`config.mk`:
```
export PLATFORM = sky130hd
export DESIGN_NAME = iis_front
export DESIGN_NICKNAME = d
export VERILOG_FILES = /design/src/rtl/core/iis_pkg.sv /design/src/rtl/core/iis_front.sv
export SDC_FILE = /design/constraint.sdc
export NUM_CORES = 1
export LEC_CHECK = 0
export BUFFER_PORTS_ARGS = -buffer_cell sky130_fd_sc_hd__buf_2
export CORE_MARGIN = 2
export CORE_UTILIZATION = 40
export CTS_CLUSTER_SIZE = 8
export DETAILED_ROUTE_END_ITERATION = 10
export GPL_TIMING_DRIVEN = 0
export PLACE_DENSITY = 0.72
export SYNTH_ARGS = -nofsm -noshare
export SYNTH_HDL_FRONTEND = slang
export SYNTH_SLANG_ARGS = --single-unit
```
`constraint.sdc`:
```
create_clock -name clk -period 10.2 [get_ports clk]
set_input_delay 3.06 -clock clk [delete_from_list [all_inputs] [get_ports clk]]
set_output_delay 3.06 -clock clk [all_outputs]
set_load 0.02 [all_outputs]
```
`src/rtl/core/iis_pkg.sv`:
```
`timescale 1ns / 1ps
// ----------------------------------------------------------------------------
// iis_pkg
// Shared types, widths and helpers of the integral image stream unit.
// ----------------------------------------------------------------------------
package iis_pkg;

    localparam int MAX_WIDTH   = 2048;
    localparam int MAX_HEIGHT  = 2048;

    localparam int CFG_W       = 12;
    localparam int PIX_W       = 8;
    localparam int SUM_W       = 32;
    localparam int COL_W       = $clog2(MAX_WIDTH);
    localparam int ROW_W       = $clog2(MAX_HEIGHT);
    localparam int WDIM_W      = $clog2(MAX_WIDTH + 1);
    localparam int HDIM_W      = $clog2(MAX_HEIGHT + 1);
    localparam int ROWSUM_W    = $clog2(MAX_WIDTH * 255 + 1);

    localparam int QUEUE_DEPTH = 4;
    localparam int QPTR_W      = $clog2(QUEUE_DEPTH);
    localparam int QCNT_W      = $clog2(QUEUE_DEPTH + 1);

    localparam int ADDR_W      = 3;
    localparam int DATA_W      = 32;

    localparam logic [CFG_W-1:0] WIDTH_RESET  = CFG_W'(640);
    localparam logic [CFG_W-1:0] HEIGHT_RESET = CFG_W'(480);

    typedef enum logic
    {
        REG_FRAME_WIDTH  = 1'b0,
        REG_FRAME_HEIGHT = 1'b1
    } reg_index_t;

    // One classified pixel request handed from the front end to the back end.
    typedef struct packed
    {
        logic [COL_W-1:0]    col;
        logic                use_above;
        logic                frame_last;
        logic [ROWSUM_W-1:0] row_sum;
    } iis_item_t;

    function automatic logic [WDIM_W-1:0] eff_width(input logic [CFG_W-1:0] value);
        logic [WDIM_W-1:0] result;
        if (value == '0)
            result = WDIM_W'(1);
        else if (32'(value) > 32'(MAX_WIDTH))
            result = WDIM_W'(MAX_WIDTH);
        else
            result = WDIM_W'(value);
        return result;
    endfunction

    function automatic logic [HDIM_W-1:0] eff_height(input logic [CFG_W-1:0] value);
        logic [HDIM_W-1:0] result;
        if (value == '0)
            result = HDIM_W'(1);
        else if (32'(value) > 32'(MAX_HEIGHT))
            result = HDIM_W'(MAX_HEIGHT);
        else
            result = HDIM_W'(value);
        return result;
    endfunction

endpackage

```
`src/rtl/core/iis_front.sv`:
```
`timescale 1ns / 1ps
// ----------------------------------------------------------------------------
// iis_front
// Accepts pixels, tracks column, row and row running sum, and classifies each
// request with its column, not-first-row flag and end-of-frame flag.
// ----------------------------------------------------------------------------
module iis_front
    import iis_pkg::*;
(
    input  logic              clk,
    input  logic              rst_n,
    input  logic              accept,
    input  logic [PIX_W-1:0]  pixel_value,
    input  logic [WDIM_W-1:0] width,
    input  logic [HDIM_W-1:0] height,
    output iis_item_t         item
);

    logic [COL_W-1:0]    col_reg;
    logic [COL_W-1:0]    col_next;
    logic [ROW_W-1:0]    row_reg;
    logic [ROW_W-1:0]    row_next;
    logic [ROWSUM_W-1:0] rowsum_reg;
    logic [ROWSUM_W-1:0] rowsum_next;

    logic [COL_W-1:0]    col;
    logic [ROWSUM_W-1:0] sum;
    logic                row_end;
    logic                frame_end;

    always_comb
    begin
        // A column beyond a narrowed width counts as the last column.
        if (WDIM_W'(col_reg) >= width)
            col = COL_W'(width - WDIM_W'(1));
        else
            col = col_reg;

        sum       = rowsum_reg + ROWSUM_W'(pixel_value);
        row_end   = (WDIM_W'(col) + WDIM_W'(1)) >= width;
        frame_end = row_end && ((HDIM_W'(row_reg) + HDIM_W'(1)) >= height);

        item.col        = col;
        item.use_above  = (row_reg != '0);
        item.frame_last = frame_end;
        item.row_sum    = sum;

        col_next    = col_reg;
        row_next    = row_reg;
        rowsum_next = rowsum_reg;
        if (accept)
        begin
            if (row_end)
            begin
                col_next    = '0;
                rowsum_next = '0;
                row_next    = frame_end ? '0 : row_reg + ROW_W'(1);
            end
            else
            begin
                col_next    = col + COL_W'(1);
                rowsum_next = sum;
            end
        end
    end

    always_ff @(posedge clk or negedge rst_n)
    begin
        if (!rst_n)
        begin
            col_reg    <= '0;
            row_reg    <= '0;
            rowsum_reg <= '0;
        end
        else
        begin
            col_reg    <= col_next;
            row_reg    <= row_next;
            rowsum_reg <= rowsum_next;
        end
    end

`ifndef SYNTH
    a_frame_wraps: assert property (@(posedge clk) disable iff (!rst_n)
        accept && item.frame_last |=> (col_reg == '0) && (row_reg == '0))
        else $error("counters did not wrap after the last pixel of a frame");
`endif

endmodule

```
==> impl_metrics.py <==
metrics = {
    "run_status": {
        "status": "complete, no violations",
    },
    "critical_path": {
        "r2r_end": "col_reg[8]",
        "critPathArrivalTime_ps": 7050,
        "crit_slowest_cell": "ha_1",
        "r2r_start": "col_reg[6]",
        "crit_path_max_incr_delay_ps": 320,
        "worstPathMaxFanout": 10,
        "start_kind": "input pin",
        "crit_end": "item[19]",
        "path_common_cell": "buf_4",
        "end_kind": "output port",
        "worstSetupPathType": "input pin to output port",
        "crit_required_ps": 7140,
        "reg2reg_depth": 26,
        "reg2reg_slack_ps": 4570,
        "cp-startpoint": "width[7]",
    },
    "final_layout": {
        "final_cells": 761,
        "regArea_um2": 1026,
        "fill_cells": 938,
        "largest_register_ffs": 19,
        "antennaDiodeCount": 0,
        "syn_to_final_growth_pct": 26.15,
        "multi_input_area_um2": 3132,
        "drive_gt1_share_pct": 24.64,
        "nets": 708,
    },
    "logic_synthesis": {
        "synth_common_cells": "nand2_1, ha_1, inv_1, dfrtp_1, o21ai_0",
        "synth_edf_count": 0,
        "avgSynthCellArea_um2": 7.959,
        "synth_most_common_cell": "nand2_1",
        "synth_flop_cell": "dfrtp_1",
        "synth_area_um2": 4187,
        "synth.distinct_cells": 63,
        "netlist_top_cells_area": "dfrtp_1, ha_1, nand2_1, xnor2_1, o21ai_0",
        "async_flop_share_pct": 100.0,
        "ys_warn_count": 0,
        "synth.top_cell.area_share_pct": 24.51,
        "synth-seq-cells": 41,
        "yosys.area.top_type": "dfrtp_1",
        "ys_seq_area_share_pct": 24.51,
        "synth_nets": 609,
        "netlist_instances": 526,
    },
    "route": {
        "drc": 0,
        "drt_pass1_iterations": 5,
        "drt_wl_total_um": 11670,
        "wl_per_cell_um": 15.34,
        "drtIter0Drc": 195,
        "vias_per_cell": 5.570,
        "drtAntennaViolNets": 0,
        "dr_total_vias": 4239,
    },
    "clock_tree": {
        "numCtsBuffers": 5,
        "clock-sinks": 41,
        "clkLatencyLatePin_ps": 290,
        "ctsHtreeMaxLevel": 2,
        "clk_pin_slew_worst_paths_ps": 80,
        "cts_hold_buf": 0,
        "cts-root-buf": "clkbuf_8",
        "cts_tree": "done",
        "cts_max_path_buffers": 2,
    },
    "global_route": {
        "grt_pass1_vias": 4138,
        "grt_use_total_pct": 19.82,
        "grt_antenna_before_repair": 0,
        "met1_usage_pct": 24.89,
        "grt_max_degree": 42,
        "grtUsageMet3_pct": 3.740,
        "met2_usage_pct": 34.52,
        "grt_pass1_wl_um": 18580,
        "overflow": 0,
        "grt.busiest_layer": "met2",
    },
    "min_path": {
        "hold_class": "register to register",
        "hold_depth": 1,
    },
    "die": {
        "die_area_um2": 11300,
        "fp.dieW_um": 106.3,
        "start_util_pct": 40.92,
        "io_pins": 67,
        "die_h_um": 106.3,
        "core_area_um2": 10230,
        "rows": 37,
    },
    "timing": {
        "finalMaxSlewViolations": 0,
        "tightestPinTransition_ps": 942.3,
        "final.setup.worst_slack_ps": 89.33,
        "max_freq_mhz": 98.91,
        "fin_crit_sh_pct": 99.12,
        "fin_skew_ps": 3.143,
        "max_slew_margin_pct": 37.18,
        "hold_violations": 0,
        "fin_crit_ps": 10110,
        "setup_viol": 0,
    },
    "place": {
        "hpwlAfterDp_um": 8317,
        "dp_cells": 727,
        "place_congestion": 0.8633,
        "io_buffers": 65,
        "pre_cts_ws_ps": -784.3,
    },
    "power": {
        "p_comb_share_pct": 69.7,
        "ir_drop_mv": 0.1883,
        "p_clk_share_pct": 8.2,
        "pwr-share-seq_pct": 22.1,
        "finalPower_mw": 1.345,
        "power_density_nw_per_um2": 254.7,
        "swShare_pct": 50.10,
        "p_sw_mw": 0.6738,
        "p_leak_nw": 2.436,
        "intPower_mw": 0.6711,
    },
    "job": {
        "maxCapViolCount": 0,
    },
}
-- layout by cell type, fill, tap and decap left out, drive strengths merged, types with 6 or more instances in the layout --
cell type and n:
buf 99, dfrtp 41, nand2b 6, nor2 35
or4 7, a31oi 7, inv 42, o21ai 39
a22o 8, ha 47, o22ai 6, clkbuf 21
a21oi 25, and3 7, xor2 18, a21o 8
nor3 12, xnor2 28, o211ai 8, nand2 66
nor2b 7, nand3 24
-- power by group through the flow --
stage	registers [mW]	clock network, mW	logic [mW]
global route	0.305	0.120	1.04
global placement	0.286	0	0.787
floorplan	0.269	0	0.607
CTS	0.288	0.112	0.865
finish	0.297	0.111	0.938
detailed placement	0.289	0	0.812
-- logic make-up after synthesis --
family,count (synthesis),share of synthesized area [%]
and+or+nand+nor,187,22.39
AOI/OAI and AO/OA,134,21.76
buffers and inverters,65,5.977
adders and majority gates,48,14.52
xor gates and xnor gates,46,9.624
DFF,41,24.51
muxes,5,1.225
-- final cells by class --
type | count | area share [%]
Clock buffer | 6 | 1.564
Clock inverter | 1 | 0.1421
Sequential cell | 41 | 19.43
Multi-Input combinational cell | 420 | 59.30
Inverter | 43 | 3.246
Buffer | 19 | 2.132
Tap cell | 136 | 3.222
Timing Repair Buffer | 95 | 10.97
-- how the worst min path moves through the flow --
stage	end	start	slack [ps]
global route	rowsum_reg[3]	rowsum_reg[3]	520
global placement	rowsum_reg[2]	rowsum_reg[2]	480
floorplan	rowsum_reg[0]	rowsum_reg[0]	460
finish	rowsum_reg[0]	rowsum_reg[0]	500
detailed placement	rowsum_reg[4]	rowsum_reg[4]	480
CTS	rowsum_reg[4]	rowsum_reg[4]	500
-- stage by stage --
stage	instance area (um2)	hold slack, ps	setup TNS (ps)	util, %
after floorplan	4243	458.7	0	-
after global placement	4738	475.2	-738.7	46.31
after detailed placement	4738	482.0	-784.3	46.31
after CTS	5010	503.2	0	48.97
after global routing	5281	524.7	-40.72	51.62
final	5281	501.9	0	51.62
-- per-layer routing --
layer | vias up | part of all wire [%]
met5 | - | 0
met4 | 0 | 2.6
met3 | 33 | 4.8
met2 | 119 | 48
met1 | 2020 | 45
li1 | 2067 | -
-- worst max-delay path: cells and delay by family --
family / cells / cell delay (ps)
AO/OA/AOI/OAI: 5 / 810
XOR/XNOR: 1 / 190
adder cells (fa/ha/maj): 2 / 580
buffers and inverters: 12 / 1510
AND/OR/NAND/NOR: 6 / 890
-- timing repair --
action                                  in CTS  in global routing
endpoints found under the hold margin        0                  0
buffers inserted                            18                 12
pin swaps                                    9                 20
gates resized for setup                     17                 49
endpoints found under the setup margin       1                  1
(Power assumes the default switching activity.)
