===== src/rtl/core/iis_pkg.sv =====
`timescale 1ns / 1ps
// ----------------------------------------------------------------------------
// iis_pkg
// Shared types, widths and helpers of the integral image stream unit.
// ----------------------------------------------------------------------------
package iis_pkg;

    localparam int MAX_WIDTH   = 2048;
    localparam int MAX_HEIGHT  = 2048;

    localparam int CFG_W       = 12;
    localparam int PIX_W       = 8;
    localparam int SUM_W       = 32;
    localparam int COL_W       = $clog2(MAX_WIDTH);
    localparam int ROW_W       = $clog2(MAX_HEIGHT);
    localparam int WDIM_W      = $clog2(MAX_WIDTH + 1);
    localparam int HDIM_W      = $clog2(MAX_HEIGHT + 1);
    localparam int ROWSUM_W    = $clog2(MAX_WIDTH * 255 + 1);

    localparam int QUEUE_DEPTH = 4;
    localparam int QPTR_W      = $clog2(QUEUE_DEPTH);
    localparam int QCNT_W      = $clog2(QUEUE_DEPTH + 1);

    localparam int ADDR_W      = 3;
    localparam int DATA_W      = 32;

    localparam logic [CFG_W-1:0] WIDTH_RESET  = CFG_W'(640);
    localparam logic [CFG_W-1:0] HEIGHT_RESET = CFG_W'(480);

    typedef enum logic
    {
        REG_FRAME_WIDTH  = 1'b0,
        REG_FRAME_HEIGHT = 1'b1
    } reg_index_t;

    // One classified pixel request handed from the front end to the back end.
    typedef struct packed
    {
        logic [COL_W-1:0]    col;
        logic                use_above;
        logic                frame_last;
        logic [ROWSUM_W-1:0] row_sum;
    } iis_item_t;

    function automatic logic [WDIM_W-1:0] eff_width(input logic [CFG_W-1:0] value);
        logic [WDIM_W-1:0] result;
        if (value == '0)
            result = WDIM_W'(1);
        else if (32'(value) > 32'(MAX_WIDTH))
            result = WDIM_W'(MAX_WIDTH);
        else
            result = WDIM_W'(value);
        return result;
    endfunction

    function automatic logic [HDIM_W-1:0] eff_height(input logic [CFG_W-1:0] value);
        logic [HDIM_W-1:0] result;
        if (value == '0)
            result = HDIM_W'(1);
        else if (32'(value) > 32'(MAX_HEIGHT))
            result = HDIM_W'(MAX_HEIGHT);
        else
            result = HDIM_W'(value);
        return result;
    endfunction

endpackage


===== src/rtl/core/iis_queue.sv =====
`timescale 1ns / 1ps
// ----------------------------------------------------------------------------
// iis_queue
// Short register FIFO that decouples the front end from the back end.
// ----------------------------------------------------------------------------
module iis_queue
    import iis_pkg::*;
(
    input  logic      clk,
    input  logic      rst_n,
    input  logic      push,
    input  iis_item_t push_item,
    output logic      full,
    input  logic      pop,
    output logic      pop_valid,
    output iis_item_t pop_item
);

    iis_item_t         store_reg [QUEUE_DEPTH];
    logic [QPTR_W-1:0] wr_ptr_reg;
    logic [QPTR_W-1:0] rd_ptr_reg;
    logic [QCNT_W-1:0] count_reg;
    logic [QCNT_W-1:0] count_next;

    assign full      = (count_reg == QCNT_W'(QUEUE_DEPTH));
    assign pop_valid = (count_reg != '0);
    assign pop_item  = store_reg[rd_ptr_reg];

    always_comb
    begin
        count_next = count_reg;
        if (push && !pop)
            count_next = count_reg + QCNT_W'(1);
        else if (pop && !push)
            count_next = count_reg - QCNT_W'(1);
    end

    always_ff @(posedge clk)
    begin
        if (push)
            store_reg[wr_ptr_reg] <= push_item;
    end

    always_ff @(posedge clk or negedge rst_n)
    begin
        if (!rst_n)
        begin
            wr_ptr_reg <= '0;
            rd_ptr_reg <= '0;
            count_reg  <= '0;
        end
        else
        begin
            if (push)
                wr_ptr_reg <= wr_ptr_reg + QPTR_W'(1);
            if (pop)
                rd_ptr_reg <= rd_ptr_reg + QPTR_W'(1);
            count_reg <= count_next;
        end
    end

`ifndef SYNTH
    a_no_overflow: assert property (@(posedge clk) disable iff (!rst_n)
        !(push && full))
        else $error("request pushed into a full queue");
    a_no_underflow: assert property (@(posedge clk) disable iff (!rst_n)
        pop |-> pop_valid)
        else $error("request popped from an empty queue");
`endif

endmodule


===== config.mk =====
export PLATFORM = sky130hd
export DESIGN_NAME = iis_queue
export DESIGN_NICKNAME = d
export VERILOG_FILES = /design/src/rtl/core/iis_pkg.sv /design/src/rtl/core/iis_queue.sv
export SDC_FILE = /design/constraint.sdc
export NUM_CORES = 1
export LEC_CHECK = 0
export ABC_AREA = 1
export BUFFER_PORTS_ARGS = -buffer_cell sky130_fd_sc_hd__buf_2
export CORE_MARGIN = 1.5
export CORE_UTILIZATION = 57
export DETAILED_ROUTE_END_ITERATION = 10
export HOLD_SLACK_MARGIN = 0.15
export PLACE_DENSITY = 0.83
export SETUP_SLACK_MARGIN = 0.2
export SLEW_MARGIN = 20
export SYNTH_ARGS = -nofsm -noshare
export SYNTH_HDL_FRONTEND = slang
export SYNTH_SLANG_ARGS = --single-unit

===== constraint.sdc =====
create_clock -name clk -period 1.9 [get_ports clk]
set_input_delay 0.38 -clock clk [delete_from_list [all_inputs] [get_ports clk]]
set_output_delay 0.38 -clock clk [all_outputs]
set_load 0.005 [all_outputs]

==> metrics.txt, run 1 <==
# TYPE chip_impl_metric gauge
chip_impl_metric{name="met2_routed_wirelength",unit="um"} 6210
chip_impl_metric{name="grt_overflow",unit=""} 0
chip_impl_info{name="mostFrequentLayoutCell",value="edfxtp_1"} 1
chip_impl_metric{name="layout.cells.non_filler",unit=""} 682
chip_impl_info{name="min-delay-path-class",value="in -> reg"} 1
chip_impl_info{name="failed_checks",value="negative setup slack"} 1
chip_impl_metric{name="period_minus_slack",unit="ns"} 2.13
chip_impl_metric{name="layout_worst_path_cycle_share",unit="%"} 112
chip_impl_metric{name="layout-area-overhead-vs-synth",unit="%"} 29.5
chip_impl_metric{name="post_route_cells_drive_above_1_share",unit="%"} 22.1
chip_impl_metric{name="clkLatencyLatePin",unit="ns"} 0.51
chip_impl_metric{name="floorplan.rows",unit=""} 35
chip_impl_metric{name="worst-slew-pin-transition",unit="ns"} 0.297
chip_impl_info{name="top_signal_layer_used",value="met4"} 1
chip_impl_metric{name="drt_wl_total",unit="um"} 11200
chip_impl_metric{name="post_synth.cell_area_avg",unit="um^2"} 12.9
chip_impl_metric{name="critPathRequiredTime",unit="ns"} 1.52
chip_impl_metric{name="drc",unit=""} 0
chip_impl_metric{name="grt_max_degree",unit=""} 61
chip_impl_metric{name="floorplan.initialDensity",unit="%"} 59.1
chip_impl_metric{name="fin_skew",unit="ns"} 0.00861
chip_impl_metric{name="detail_route.wl_per_cell",unit="um"} 16.4
chip_impl_metric{name="design_area",unit="mm^2"} 0.00707
chip_impl_metric{name="cts_sinks",unit=""} 135
chip_impl_metric{name="number_of_distinct_library_cell_variants_in_the_gate_level_netlist_after_synthesis",unit=""} 19
chip_impl_metric{name="die-area",unit="mm^2"} 0.0102
chip_impl_metric{name="irDropWorstVdd",unit="mV"} 0.876
chip_impl_info{name="cp_slowest_cell",value="dfrtp_4"} 1
chip_impl_info{name="worst_setup_path_end_kind",value="primary output"} 1
chip_impl_metric{name="critPathArrivalTime",unit="ns"} 1.75
chip_impl_metric{name="count_of_buffering_cells_on_the_critical_path_with_inverters_included",unit=""} 2
chip_impl_metric{name="total_count_of_hold_check_failures_in_the_final_report",unit=""} 0
chip_impl_metric{name="port-buffer-count",unit=""} 69
chip_impl_metric{name="preCtsSetupSlack",unit="ns"} 0.258
chip_impl_info{name="post-synth-top-area-cell",value="edfxtp_1"} 1
chip_impl_metric{name="synth.cell_area",unit="mm^2"} 0.00546
chip_impl_metric{name="die_w",unit="um"} 101
chip_impl_metric{name="postSynthCellCount",unit=""} 422
chip_impl_metric{name="combPwrFrac",unit="%"} 31.4
chip_impl_metric{name="postPlaceCellArea",unit="mm^2"} 0.00598
chip_impl_metric{name="largest_reg_flops",unit=""} 128
chip_impl_metric{name="synth_seq_cells",unit=""} 135
chip_impl_metric{name="first_global_vias",unit=""} 3516
chip_impl_metric{name="pwr-share-clk",unit="%"} 31.0
chip_impl_metric{name="met3RoutedLength",unit="um"} 546
chip_impl_metric{name="cts.clk_slew.worst_paths",unit="ns"} 0.06
chip_impl_metric{name="synth.yosys.warnings",unit=""} 0
chip_impl_metric{name="power_switching",unit="uW"} 3450
chip_impl_metric{name="total_placed_cells_including_tap_cells",unit=""} 612
chip_impl_info{name="timing.setup.critical_path_class",value="reg -> out"} 1
chip_impl_info{name="cp_cell_sequence",value="clkbuf_16, o211ai_1, nand2_1, buf_2"} 1
chip_impl_info{name="path_delay_family",value="flip-flops"} 1
chip_impl_metric{name="max_slew_margin",unit="%"} 80.2
chip_impl_info{name="startpoint_type",value="flip-flop"} 1
chip_impl_metric{name="die_height",unit="um"} 101
chip_impl_metric{name="drt_first_pass_iters",unit=""} 4
chip_impl_metric{name="globalRouteTotalUtil",unit="%"} 22.5
chip_impl_metric{name="cellPowerDensity",unit="mW/mm^2"} 1570
chip_impl_info{name="clock_tree_from_tritoncts",value="built"} 1
chip_impl_metric{name="synth_nets",unit=""} 464
chip_impl_metric{name="ctsHtreeMaxLevel",unit=""} 4
chip_impl_metric{name="timing.critical_path.slowest_cell_delay",unit="ns"} 0.57
chip_impl_metric{name="power.share.switching",unit="%"} 31.1
chip_impl_info{name="clock_tree.root_cell",value="clkbuf_8"} 1
chip_impl_info{name="grt_setup_unrepaired",value="yes"} 1
chip_impl_metric{name="internal_power",unit="uW"} 7630
chip_impl_metric{name="critPathMaxFanout",unit=""} 15
chip_impl_metric{name="layout_setup_ws",unit="ns"} -0.228
chip_impl_metric{name="setup_violations",unit=""} 32
chip_impl_metric{name="diode_count",unit=""} 0
chip_impl_metric{name="cts_made_buffers",unit=""} 17
chip_impl_info{name="outcome",value="finished, violations left"} 1
chip_impl_metric{name="p_leak",unit="uW"} 0.00294
chip_impl_metric{name="finalWeightedCongestion",unit=""} 0.688
chip_impl_metric{name="power_frac_seq",unit="%"} 37.6
chip_impl_metric{name="std_cell_core_area",unit="mm^2"} 0.00924
chip_impl_metric{name="clockBufferDepth",unit=""} 2
chip_impl_metric{name="wl_met1",unit="um"} 4270
chip_impl_info{name="dominant_cells_by_area_after_synthesis",value="edfxtp_1, o211ai_1, nand2_1"} 1
chip_impl_metric{name="io_pins",unit=""} 70
chip_impl_metric{name="drt-vias-per-instance",unit=""} 5.16
chip_impl_metric{name="number_of_max_cap_violations",unit=""} 0
chip_impl_metric{name="timing_max_transition_violations_final",unit=""} 0
chip_impl_metric{name="finalNetCount",unit=""} 582
chip_impl_info{name="most-common-layout-cells",value="edfxtp_1, nand2_1, inv_1"} 1
chip_impl_metric{name="antenna_found_initial",unit=""} 0
chip_impl_metric{name="hold-worst-slack",unit="ns"} 0.178
chip_impl_metric{name="yosysSeqAreaShare",unit="%"} 73.7
chip_impl_metric{name="setup_total_negative_slack",unit="ns"} -5.32
chip_impl_metric{name="timing.fmax",unit="MHz"} 470
chip_impl_metric{name="synth.top_cell.area_share",unit="%"} 70.4
chip_impl_metric{name="drtAntennaViolNets",unit=""} 0
chip_impl_metric{name="drt_iter0_drc",unit=""} 153
chip_impl_metric{name="route.vias.total",unit=""} 3516
chip_impl_metric{name="first_pass_grt_wire_length",unit="um"} 16600
chip_impl_metric{name="dp.final_hpwl",unit="um"} 6020
-- kinds of logic after synthesis --
| kind of cell | count (synthesis) | synth area share (%) |
|---|---|---|
| buffers and inverters | 98 | 7.36 |
| DFF | 135 | 73.7 |
| AOI/OAI and AO/OA | 65 | 8.90 |
| xor gates and xnor gates | 4 | 0.642 |
| and+or+nand+nor | 114 | 7.93 |
| adders and majority gates | 6 | 1.51 |
-- per-stage QoR --
stage / utilization (%) / total power, uW
final: 76.5 / 11100
after global placement: 64.7 / 7140
after detailed placement: 64.7 / 7260
after global routing: 76.5 / 11700
after CTS: 75.3 / 10800
after floorplan: - / 6080
-- cells in the mapped netlist, drive strengths merged --
cell type / number
clkbuf: 2
ha: 5
buf: 20
o21ai: 1
nand2: 110
fa: 1
xor2: 3
nand3: 1
dfrtp: 7
inv: 76
o211ai: 64
nand4: 1
nor2: 1
nor3: 1
edfxtp: 128
xnor2: 1
-- power groups by stage --
stage / registers, uW / clock network, uW / logic [uW]
6_report: 4160 / 3430 / 3480
5_1_grt: 4210 / 3590 / 3870
4_1_cts: 4130 / 3450 / 3220
3_5_place_dp: 4170 / 0 / 3100
3_3_place_gp: 4130 / 0 / 3000
2_1_floorplan: 4110 / 0 / 1980
-- timing repair --
item | CTS | global route
endpoints found under the setup margin | 32 | 34
gates cloned | 0 | 3
gates resized for setup | 4 | 8
pin swaps | 1 | 11
endpoints found under the hold margin | 136 | 0
hold buffers | 34 | 0
setup buffers | 0 | 1
-- worst paths after layout --
kind,from,endpoint,slack (ns),depth (start not counted)
max reg2reg,wr_ptr_reg[0],store_reg[2][29],0.45,5
min reg2reg,count_reg[2],count_reg[2],0.48,2
max,rd_ptr_reg[0],pop_item[1],-0.23,4
min,push,wr_ptr_reg[0],0.18,2
min in group asynchronous,rst_n,count_reg[1],0.23,2
max in group asynchronous,rst_n,rd_ptr_reg[0],1.49,2
-- final cells by class --
class | count | area, um^2
Sequential cell | 135 | 4030
Inverter | 76 | 288
Clock inverter | 13 | 203
Multi-Input combinational cell | 189 | 1040
Fill cell | 514 | 2170
Clock buffer | 19 | 422
Timing Repair Buffer | 121 | 926
Tap cell | 129 | 161
-- per-layer routing --
layer  global-route usage, %  up-vias
met4                    9.43        0
met5                       0        -
met2                    40.3      113
met1                    25.7     1701
met3                    5.62       12
li1                        -     1690
Note: power is estimated with default switching activity, not from simulation.
==> run 2: changes to the inputs <==
--- a/config.mk
+++ b/config.mk
@@ -13,7 +13,6 @@
 export HOLD_SLACK_MARGIN = 0.15
 export PLACE_DENSITY = 0.83
 export SETUP_SLACK_MARGIN = 0.2
-export SLEW_MARGIN = 20
 export SYNTH_ARGS = -nofsm -noshare
 export SYNTH_HDL_FRONTEND = slang
 export SYNTH_SLANG_ARGS = --single-unit
==> constraint.sdc (replaced) <==
create_clock -name clk -period 2.05 [get_ports clk]
set_input_delay 0.41 -clock clk [delete_from_list [all_inputs] [get_ports clk]]
set_output_delay 0.41 -clock clk [all_outputs]
set_load 0.005 [all_outputs]
==> run 2 against run 1 <==
Effect of this change: the run still ends with negative setup slack left; clock skew up 0.00086 ns; non-clock buffer count unchanged; sequential share of layout area down 0.11 points; critical path depth unchanged; die area unchanged.
==> metrics.txt, run 2 (synthesis gave the netlist of run 1 again) <==
# TYPE chip_impl_metric gauge
chip_impl_metric{name="timing.fmax",unit="MHz"} 452
chip_impl_metric{name="drt-vias-per-instance",unit=""} 5.24
chip_impl_metric{name="worst_hold_path.num_cells",unit=""} 2
chip_impl_metric{name="layout_setup_ws",unit="ns"} -0.161
chip_impl_metric{name="post_route_cells_drive_above_1_share",unit="%"} 22.2
chip_impl_metric{name="grt_overflow",unit=""} 0
chip_impl_metric{name="finalWeightedCongestion",unit=""} 0.672
chip_impl_metric{name="largest_reg_flops",unit=""} 128
chip_impl_metric{name="regArea",unit="mm^2"} 0.00402
chip_impl_metric{name="grt_max_degree",unit=""} 55
chip_impl_metric{name="die-area",unit="mm^2"} 0.0102
chip_impl_info{name="worst_hold_path.endpoint",value="wr_ptr_reg[0]"} 1
chip_impl_metric{name="die_w",unit="um"} 101
chip_impl_metric{name="number_of_max_cap_violations",unit=""} 0
chip_impl_metric{name="globalRouteTotalUtil",unit="%"} 24.3
chip_impl_info{name="min-delay-path-class",value="in -> reg"} 1
chip_impl_metric{name="clockBufferDepth",unit=""} 2
chip_impl_metric{name="hold-worst-slack",unit="ns"} 0.207
chip_impl_metric{name="clkLatencyLatePin",unit="ns"} 0.52
chip_impl_info{name="cp-startpoint",value="rd_ptr_reg[0]"} 1
chip_impl_metric{name="rrSetupSlack",unit="ns"} 0.62
chip_impl_info{name="clock_tree_from_tritoncts",value="built"} 1
chip_impl_info{name="most-common-layout-cells",value="edfxtp_1, nand2_1, inv_1"} 1
chip_impl_metric{name="layout-area-overhead-vs-synth",unit="%"} 29.7
chip_impl_info{name="grt_setup_unrepaired",value="yes"} 1
chip_impl_metric{name="area_taken_by_multi_input_logic_gates",unit="mm^2"} 0.00104
chip_impl_metric{name="drt_wl_total",unit="um"} 12000
chip_impl_info{name="clock_tree.root_cell",value="clkbuf_8"} 1
chip_impl_metric{name="floorplan.initialDensity",unit="%"} 59.1
chip_impl_metric{name="route.vias.total",unit=""} 3573
chip_impl_info{name="mostFrequentLayoutCell",value="edfxtp_1"} 1
chip_impl_metric{name="cts.clk_slew.worst_paths",unit="ns"} 0.06
chip_impl_metric{name="max_slew_margin",unit="%"} 79.8
chip_impl_metric{name="worst-slew-pin-transition",unit="ns"} 0.302
chip_impl_metric{name="period_minus_slack",unit="ns"} 2.21
chip_impl_metric{name="detail_route.wl_per_cell",unit="um"} 17.6
chip_impl_info{name="worst_setup_path_end_kind",value="primary output"} 1
chip_impl_metric{name="preCtsSetupSlack",unit="ns"} 0.404
chip_impl_metric{name="std_cell_core_area",unit="mm^2"} 0.00924
chip_impl_metric{name="irDropWorstVdd",unit="mV"} 0.843
chip_impl_metric{name="drtAntennaViolNets",unit=""} 0
chip_impl_metric{name="cts.repair_timing.setup_buffer_count",unit=""} 0
chip_impl_info{name="worst_r2r_startpoint",value="wr_ptr_reg[0]"} 1
chip_impl_info{name="startpoint_type",value="flip-flop"} 1
chip_impl_metric{name="first_global_vias",unit=""} 3732
chip_impl_info{name="r2r-end",value="store_reg[2][4]"} 1
chip_impl_metric{name="diode_count",unit=""} 0
chip_impl_metric{name="finalNetCount",unit=""} 582
chip_impl_metric{name="drc",unit=""} 0
chip_impl_info{name="outcome",value="finished, violations left"} 1
chip_impl_metric{name="layout_worst_path_cycle_share",unit="%"} 108
chip_impl_info{name="timing.setup.critical_path_class",value="reg -> out"} 1
chip_impl_metric{name="floorplan.rows",unit=""} 35
chip_impl_metric{name="critPathArrivalTime",unit="ns"} 1.80
chip_impl_metric{name="total_count_of_hold_check_failures_in_the_final_report",unit=""} 0
chip_impl_metric{name="postPlaceCellArea",unit="mm^2"} 0.00597
chip_impl_metric{name="drt_first_pass_iters",unit=""} 4
chip_impl_metric{name="io_pins",unit=""} 70
chip_impl_metric{name="drt_iter0_drc",unit=""} 190
chip_impl_info{name="failed_checks",value="negative setup slack"} 1
chip_impl_metric{name="layout.filler_cells",unit=""} 519
chip_impl_metric{name="ctsHtreeMaxLevel",unit=""} 4
chip_impl_metric{name="antenna_found_initial",unit=""} 0
chip_impl_info{name="min-delay-start",value="push"} 1
chip_impl_metric{name="die_height",unit="um"} 101
chip_impl_metric{name="setup_violations",unit=""} 32
chip_impl_metric{name="first_pass_grt_wire_length",unit="um"} 17800
chip_impl_metric{name="port-buffer-count",unit=""} 69
chip_impl_metric{name="critPathRequiredTime",unit="ns"} 1.64
chip_impl_metric{name="critPathMaxFanout",unit=""} 14
chip_impl_metric{name="cellPowerDensity",unit="mW/mm^2"} 1460
chip_impl_metric{name="timing_max_transition_violations_final",unit=""} 0
chip_impl_metric{name="cts_made_buffers",unit=""} 17
chip_impl_metric{name="cts_sinks",unit=""} 135
chip_impl_metric{name="p_leak",unit="uW"} 0.00295
chip_impl_metric{name="design_area",unit="mm^2"} 0.00708
chip_impl_metric{name="dp.final_hpwl",unit="um"} 5930
chip_impl_metric{name="r2r_cells",unit=""} 5
chip_impl_metric{name="fin_skew",unit="ns"} 0.00947
==> run 2: cell types whose count changed in the layout (fill, tap and decap cells not counted), sizes merged <==
cell    change
clkbuf      -2
bufinv      -1
buf         +1
clkinv      +1
inv         +1
==> run 2: worst max path at each step <==
stage | to | slack [ns] | depth (start not counted)
6_report | pop_item[24] | -0.16 | 4
5_1_grt | pop_item[24] | -0.23 | 4
4_1_cts | pop_item[16] | -0.13 | 4
3_5_place_dp | pop_item[12] | 0.40 | 5
3_3_place_gp | pop_item[24] | 0.47 | 5
2_1_floorplan | store_reg[0][0] | 0.33 | 3
==> run 2: area by class of cell <==
| class | count | share of cell area, % |
|---|---|---|
| flip-flops and latches | 135 | 56.8 |
| inverters | 76 | 4.07 |
| clock buffers | 18 | 5.91 |
| multi-input cells | 189 | 14.7 |
| well taps | 129 | 2.28 |
| repair buffers | 121 | 13.3 |
| clock inverters | 14 | 2.83 |
==> run 2: what timing repair did <==
action	4_1_cts	5_1_grt
gates cloned	2	3
pin swaps	7	4
setup endpoints to repair	32	32
hold buffers	34	0
hold endpoints to repair	136	0
gates resized for setup	6	4
==> run 2: report_power, final <==
part	internal (uW)	switching, uW	total, uW
combinational	1390	1970	3360
clock	1990	1140	3120
sequential	3630	245	3870
==> run 2: per-layer routing <==
metal  routed length (um)  global-route usage, %  vias up
li1                     -                      -     1694
met1                 4370                   26.3     1715
met2                 6580                   42.5      146
met3                  873                   8.81       18
met4                  174                   11.5        0
met5                    0                      0        -
==> run 2: metrics by stage <==
step                cells  power, uW  TNS, ns  util, %
finish                682      10400    -2.52     76.6
global route          682      10900    -5.11     76.6
CTS                   679      10200    -2.79     75.8
detailed placement    611       6740        0     64.6
global placement      611       6600        0     64.6
floorplan             422       5640        0        -
==> run 2: critical path, stage by stage (launching register included) <==
cell      delay, ns
dfrtp_4        0.59
buf_16         0.20
o211ai_1       0.22
nand2_1        0.12
buf_2          0.15
